<file path="src/dwc_pkg.sv">
// ----------------------------------------------------------------------------
// dwc_pkg: shared types and constants of the depthwise conv stream
// Formats, queue item layout, configuration codes and back-end states.
// ----------------------------------------------------------------------------
package dwc_pkg;

  localparam int unsigned MAX_TAPS    = 4;
  localparam int unsigned SAMPLE_BITS = 16;
  localparam int unsigned HIST_LEN    = MAX_TAPS - 1;
  localparam int unsigned FRAC_BITS   = 10;
  localparam int unsigned ACC_BITS    = 2 * SAMPLE_BITS + 4;
  localparam int unsigned SPROD_BITS  = SAMPLE_BITS + 18;

  typedef enum logic {
    KIND_LOAD,
    KIND_SAMPLE
  } kind_e;

  typedef enum logic [1:0] {
    CFG_TAP_COUNT = 2'd0,
    CFG_SILU      = 2'd1,
    CFG_PAD_SLOT  = 2'd2
  } cfg_idx_e;

  typedef enum logic [3:0] {
    ST_CLEAR,
    ST_IDLE,
    ST_READ,
    ST_MUL,
    ST_ACC,
    ST_ROUND,
    ST_SMUL,
    ST_SRND,
    ST_DONE
  } back_state_e;

  typedef struct packed {
    logic [2:0] tap_count;
    logic       silu_enable;
    logic [3:0] pad_slot;
  } cfg_t;

  typedef struct packed {
    kind_e                                  kind;
    logic [7:0]                             channel;
    logic [2:0]                             slot;
    logic [SAMPLE_BITS-1:0]                 sample;
    logic [MAX_TAPS-1:0][SAMPLE_BITS-1:0]   taps;
    logic [SAMPLE_BITS-1:0]                 bias;
    logic                                   first;
    logic                                   keep;
  } item_t;

endpackage

</file>
<file path="src/dwc_front.sv">
// ----------------------------------------------------------------------------
// dwc_front: input acceptance, classification and item queue
// Drops padding and out-of-range items, queues loads and samples.
// ----------------------------------------------------------------------------
module dwc_front #(
  parameter int unsigned CHANNELS = 256,
  parameter int unsigned SLOTS    = 8
) (
  input  logic                clk_i,
  input  logic                rst_ni,
  input  dwc_pkg::cfg_t       cfg_i,
  input  logic                hold_i,
  input  logic                in_valid_i,
  output logic                in_ready_o,
  input  dwc_pkg::item_t      item_i,
  output logic                q_valid_o,
  output dwc_pkg::item_t      q_item_o,
  input  logic                q_pop_i
);
  import dwc_pkg::*;

  item_t      mem_q [2];
  logic       wr_ptr_q, rd_ptr_q;
  logic [1:0] count_q;
  logic       ch_ok, sl_ok, pad_hit, keep_item, push;

  assign ch_ok   = 32'(item_i.channel) < CHANNELS;
  assign sl_ok   = 32'(item_i.slot) < SLOTS;
  assign pad_hit = !cfg_i.pad_slot[3] && (cfg_i.pad_slot[2:0] == item_i.slot);

  always_comb begin
    unique case (item_i.kind)
      KIND_LOAD:   keep_item = ch_ok;
      KIND_SAMPLE: keep_item = ch_ok && sl_ok && !pad_hit;
      default:     keep_item = 1'b0;
    endcase
  end

  assign in_ready_o = (count_q != 2'd2) && !hold_i;
  assign push       = in_valid_i && in_ready_o && keep_item;
  assign q_valid_o  = (count_q != 2'd0);
  assign q_item_o   = mem_q[rd_ptr_q];

  always_ff @(posedge clk_i or negedge rst_ni) begin
    if (!rst_ni) begin
      wr_ptr_q <= 1'b0;
      rd_ptr_q <= 1'b0;
      count_q  <= 2'd0;
    end else begin
      if (push) wr_ptr_q <= !wr_ptr_q;
      if (q_pop_i) rd_ptr_q <= !rd_ptr_q;
      count_q <= count_q + 2'(push) - 2'(q_pop_i);
    end
  end

  always_ff @(posedge clk_i) begin
    if (push) begin
      mem_q[wr_ptr_q] <= item_i;
    end
  end

endmodule

</file>
<file path="config.mk">
export PLATFORM = sky130hd
export DESIGN_NAME = dwc_front
export DESIGN_NICKNAME = d
export VERILOG_FILES = /design/src/dwc_pkg.sv /design/src/dwc_front.sv
export SDC_FILE = /design/constraint.sdc
export NUM_CORES = 1
export LEC_CHECK = 0
export BUFFER_PORTS_ARGS = -buffer_cell sky130_fd_sc_hd__buf_2
export CAP_MARGIN = 10
export CORE_ASPECT_RATIO = 2
export CORE_MARGIN = 1
export CORE_UTILIZATION = 30
export CTS_BUF_LIST = sky130_fd_sc_hd__clkbuf_4 sky130_fd_sc_hd__clkbuf_8
export DETAILED_ROUTE_END_ITERATION = 16
export PLACE_DENSITY = 0.54
export SYNTH_ARGS = -nofsm -noshare
export SYNTH_HDL_FRONTEND = slang
export SYNTH_SLANG_ARGS = --single-unit
</file>
<file path="constraint.sdc">
create_clock -name clk_i -period 6.5 [get_ports clk_i]
set_clock_uncertainty 0.1 [all_clocks]
set_input_delay 0.65 -clock clk_i [delete_from_list [all_inputs] [get_ports clk_i]]
set_output_delay 0.65 -clock clk_i [all_outputs]
set_load 0.01 [all_outputs]
</file>
# Word level (Yosys, flattened, before mapping)
# Memory sizes are Yosys's and may differ from the RTL's.
# Index checks and enable logic that the tools add are counted.
# W data, S select, Z words.
word_totals:
  register_bits: 4
  ram_bits: 220
  out_inout_bits: 112
  word_cells: 22
  n_memories: 1
classes:
  addsub: 2
  n_eq_ne: 2
  n_mux: 3
  bitwise_logic: 1
  reduce_logical: 10
mem_list:
  columns: ["name", "depth", "word_bits", "read_ports", "rd_clocked_by_memory_dff", "wr", "line", "source"]
  rows:
  - ["mem_q", 2, 110, 1, 0, 1, "dwc_front.sv:22", "item_t mem_q [2];"]
ops:
  columns: ["operator", "count"]
  rows:
  - ["$logic_not A1 Y1", 5]
  - ["$logic_and A1 B1 Y1", 4]
  - ["$eq A3 B3 Y1", 1]
  - ["$add A2 B1 Y2", 1]
  - ["$mux W1", 2]
  - ["$ne A2 B2 Y1 const B", 1]
  - ["$pmux W1 S2", 1]
  - ["$reduce_bool A2 Y1", 1]
  - ["$sub A2 B1 Y2", 1]
  - ["$not A1 Y1", 1]

# Logic depth before layout (Yosys ltp)
depth:
  depth_word: 7
  mapped_depth: 8
  depth_no_buf: 8

# Least setup slack after synthesis
# OpenSTA, ideal clock, no wires.
synth_path:
  kind: "input to register"
  from: "input in_valid_i"
  to: "memory mem_q[0][0] (netlist name), enable pin"
  arrival_time_ps: 5828
  setup_slack_ps: -8
  path_stages: 3
  path_cell_list: "inv_1 -> or4_1 -> nor2_1"
synth_between:
  elab_chain_len: 4
synth_rtl:
  columns: ["item", "line", "source"]
  rows:
  - ["from (decl)", "dwc_front.sv:13", "input logic in_valid_i,"]
  - ["$logic_and A1 B1 Y1 (2 in series)", "dwc_front.sv:40", "assign push = in_valid_i && in_ready_o && keep_item;"]
  - ["$mux W1", "dwc_front.sv:57", "if (push) begin"]
  - ["$mux W1 (implied by the code)", "dwc_front.sv:58", "mem_q[wr_ptr_q] <= item_i;"]
  - ["to (decl)", "dwc_front.sv:22", null]
# No other way between the ends.

==> results.yml <==
placement:
  hpwl_mm: 11.4
  dpl_cell_area_um2: 9770
  gp_congestion: 0.750
  port_buffers: 230
grt:
  grt_pass1_vias: 4871
  grt.overflow.total: 0
  track_usage_pct: 12.2
  grt_max_degree: 87
  grt_pass1_wl_mm: 25.5
  antenna_found_initial: 3
power:
  ir_worst_vdd_uv: 245
  p_per_area_nw_per_um2: 388
  leakage_nw: 3.84
  totalPowerFinal_mw: 4.06
clock_tree:
  clockBufferDepth: 3
  ctsHtreeMaxLevel: 2
  root_buffer: "clkbuf_8"
  cts.sinks: 224
  numCtsBuffers: 35
  path_clk_slew_ns: 0.06
  insertion_delay_ns: 0.52
  ctsResizeCount: 0
  cts_tree: "built"
setup_path:
  path_delay_family: "buffers and inverters"
  arrival_ns: 2.74
  path_max_fanout: 59
  critPathSlowestCell: "dfrtp_4"
  cp.required_ns: 5.75
  rr_worst_depth: 4
  crit_cells: 3
  path_cells: "buf_4 > mux2_2 > buf_2"
  path_class: "reg2out"
  critPathBufInv: 2
  crit_path_end_kind: "output pin"
  critPathLaunchType: "flip-flop"
  slowest_delay_ns: 0.86
final_layout:
  final_area_um2: 10500
  layout_common_cells: "230 x buf_2, 220 x edfxtp_1, 110 x mux2_2"
  drive_above_1_share_pct: 61.7
  regArea_um2: 6710
  syn2layout_area_growth_pct: 27.7
  fillCellCount: 2540
  multiInputGateArea_um2: 1430
  num-nets-final: 753
  mostFrequentLayoutCell: "buf_2"
logic_synthesis:
  syn_avg_cell_area_um2: 22.2
  ys_seq_area_share_pct: 81.9
  synth_nets: 494
  synth_seq_cells: 224
  synth_area_leaders: "edfxtp_1 81%, mux2_2 15%, dfrtp_1 1.2%, buf_2 0.73%, xor2_1 0.43%"
  synth_edf_count: 220
  synth_warnings: 0
  synth-main-ff-cell: "edfxtp_1"
  ys_types: 18
  synth_largest_area_cell: "edfxtp_1"
  async_flop_share_pct: 1.79
  syn_area_um2: 8190
  synth_cells: 369
  synth.top_cell.area_share_pct: 80.7
drt:
  num_vias: 4367
  dr.pass1.iters: 4
  avgViaCountPerCell: 4.36
  wirelength_mm: 17.0
  remaining_drc_errors: 0
  drt_iter0_markers: 127
  wire_per_inst_um: 17.0
  ant_nets: 0
floorplan:
  boundaryPins: 235
  num_rows: 85
  fp.dieW_um: 119
  core_um2: 26900
  start_util_pct: 30.4
  dieArea_um2: 28000
  die_h_um: 236
sta:
  setup_viol_count_final: 0
  fin_crit_ns: 3.49
  timing.hold.ws_ns: 0.211
  max_freq_ghz: 0.287
  worstMarginPinSlew_ns: 1.08
  fin_crit_sh_pct: 53.6
  fin_setup_tns_ns: 0
  slew_viol_final: 0
  relSlewSlack_pct: 28.1
  finalHoldViolCount: 0
  rsz0062_at_grt: "no"
hold_path:
  min_path_type: "in2reg"
  whs_path_depth: 1
flow_run:
  drv_cap: 0
run_status:
  status: "finished, final reports clean"
-- layout make-up --
cell class,count,share of cell area (%)
diodes,3,0.0718
multi-input cells,131,13.7
clock buffers,47,5.65
flip-flops and latches,224,64.2
repair buffers,234,11.4
clock inverters,12,0.790
well taps,348,4.16
inverters,2,0.0718
-- routing by layer --
layer	part of all wire [%]	wire length, um	track usage, %	up-vias
met5	0	0	0	-
met4	5.5	941	8.59	0
met3	4.8	821	2.74	55
met2	58	9880	23.5	166
met1	32	5380	10.7	2157
li1	-	-	-	1989
-- sequential cells by signal, summed over array words and instances, names as in the netlist --
| name | cells |
|---|---|
| mem_q | 220 |
| count_q | 2 |
| rd_ptr_q | 1 |
| wr_ptr_q | 1 |
-- worst register-to-register path: cells and delay by family (launching register included) --
| family | cells | cell delay [ns] |
|---|---|---|
| buffers and inverters | 1 | 0.75 |
| DFF | 1 | 0.40 |
| and+or+nand+nor | 3 | 1.32 |
-- cells in the mapped netlist (all sizes together), types with 2 or more instances --
master	count
buf	12
dfrtp	4
edfxtp	220
ha	2
inv	2
mux2	110
nand3b	2
nor2	2
or4	2
xnor2	2
xor2	4
-- cell families after synthesis --
group                    after synthesis  synth area share [%]
AND/OR/NAND/NOR                       11                 0.978
AO/OA/AOI/OAI                          2                 0.244
flip-flops                           224                  81.9
multiplexers                         110                  15.1
XOR/XNOR                               6                 0.642
adder cells (fa/ha/maj)                2                 0.305
buffers and inverters                 14                 0.825
-- report_power, final --
group	switching, mW	total [mW]	internal (mW)	leakage (nW)
logic	0.525	1.02	0.497	1.44
registers	0.101	1.89	1.79	2.05
clock network	0.512	1.14	0.628	0.352
-- per-stage QoR --
| step | setup WS [ns] | utilization (%) | cells |
|---|---|---|---|
| 2_1_floorplan | 1.84 | - | 369 |
| 3_3_place_gp | 3.03 | 36.3 | 938 |
| 3_5_place_dp | 2.93 | 36.3 | 938 |
| 4_1_cts | 2.86 | 38.8 | 998 |
| 5_1_grt | 2.79 | 38.9 | 1001 |
| 6_report | 3.01 | 38.9 | 1001 |
-- final timing paths --
kind,start,endpoint,slack [ns]
worst max-delay path,rd_ptr_q$_DFFE_PN0P_,q_item_o[29],3.01
worst min-delay path,item_i[90],mem_q[1][90]$_DFFE_PP_,0.21
min in group asynchronous,rst_ni,wr_ptr_q$_DFFE_PN0P_,0.37
max in group asynchronous,rst_ni,rd_ptr_q$_DFFE_PN0P_,5.79
worst min register to register,count_q[0]$_DFF_PN0_,count_q[0]$_DFF_PN0_,0.44
worst max register to register,count_q[1]$_DFF_PN0_,mem_q[1][30]$_DFFE_PP_,3.50
-- what timing repair did --
action / CTS / global route
hold buffers: 1 / 0
endpoints found under the hold margin: 4 / 0
buffers inserted: 0 / 0
No activity file was read; power rests on OpenSTA's default activity.
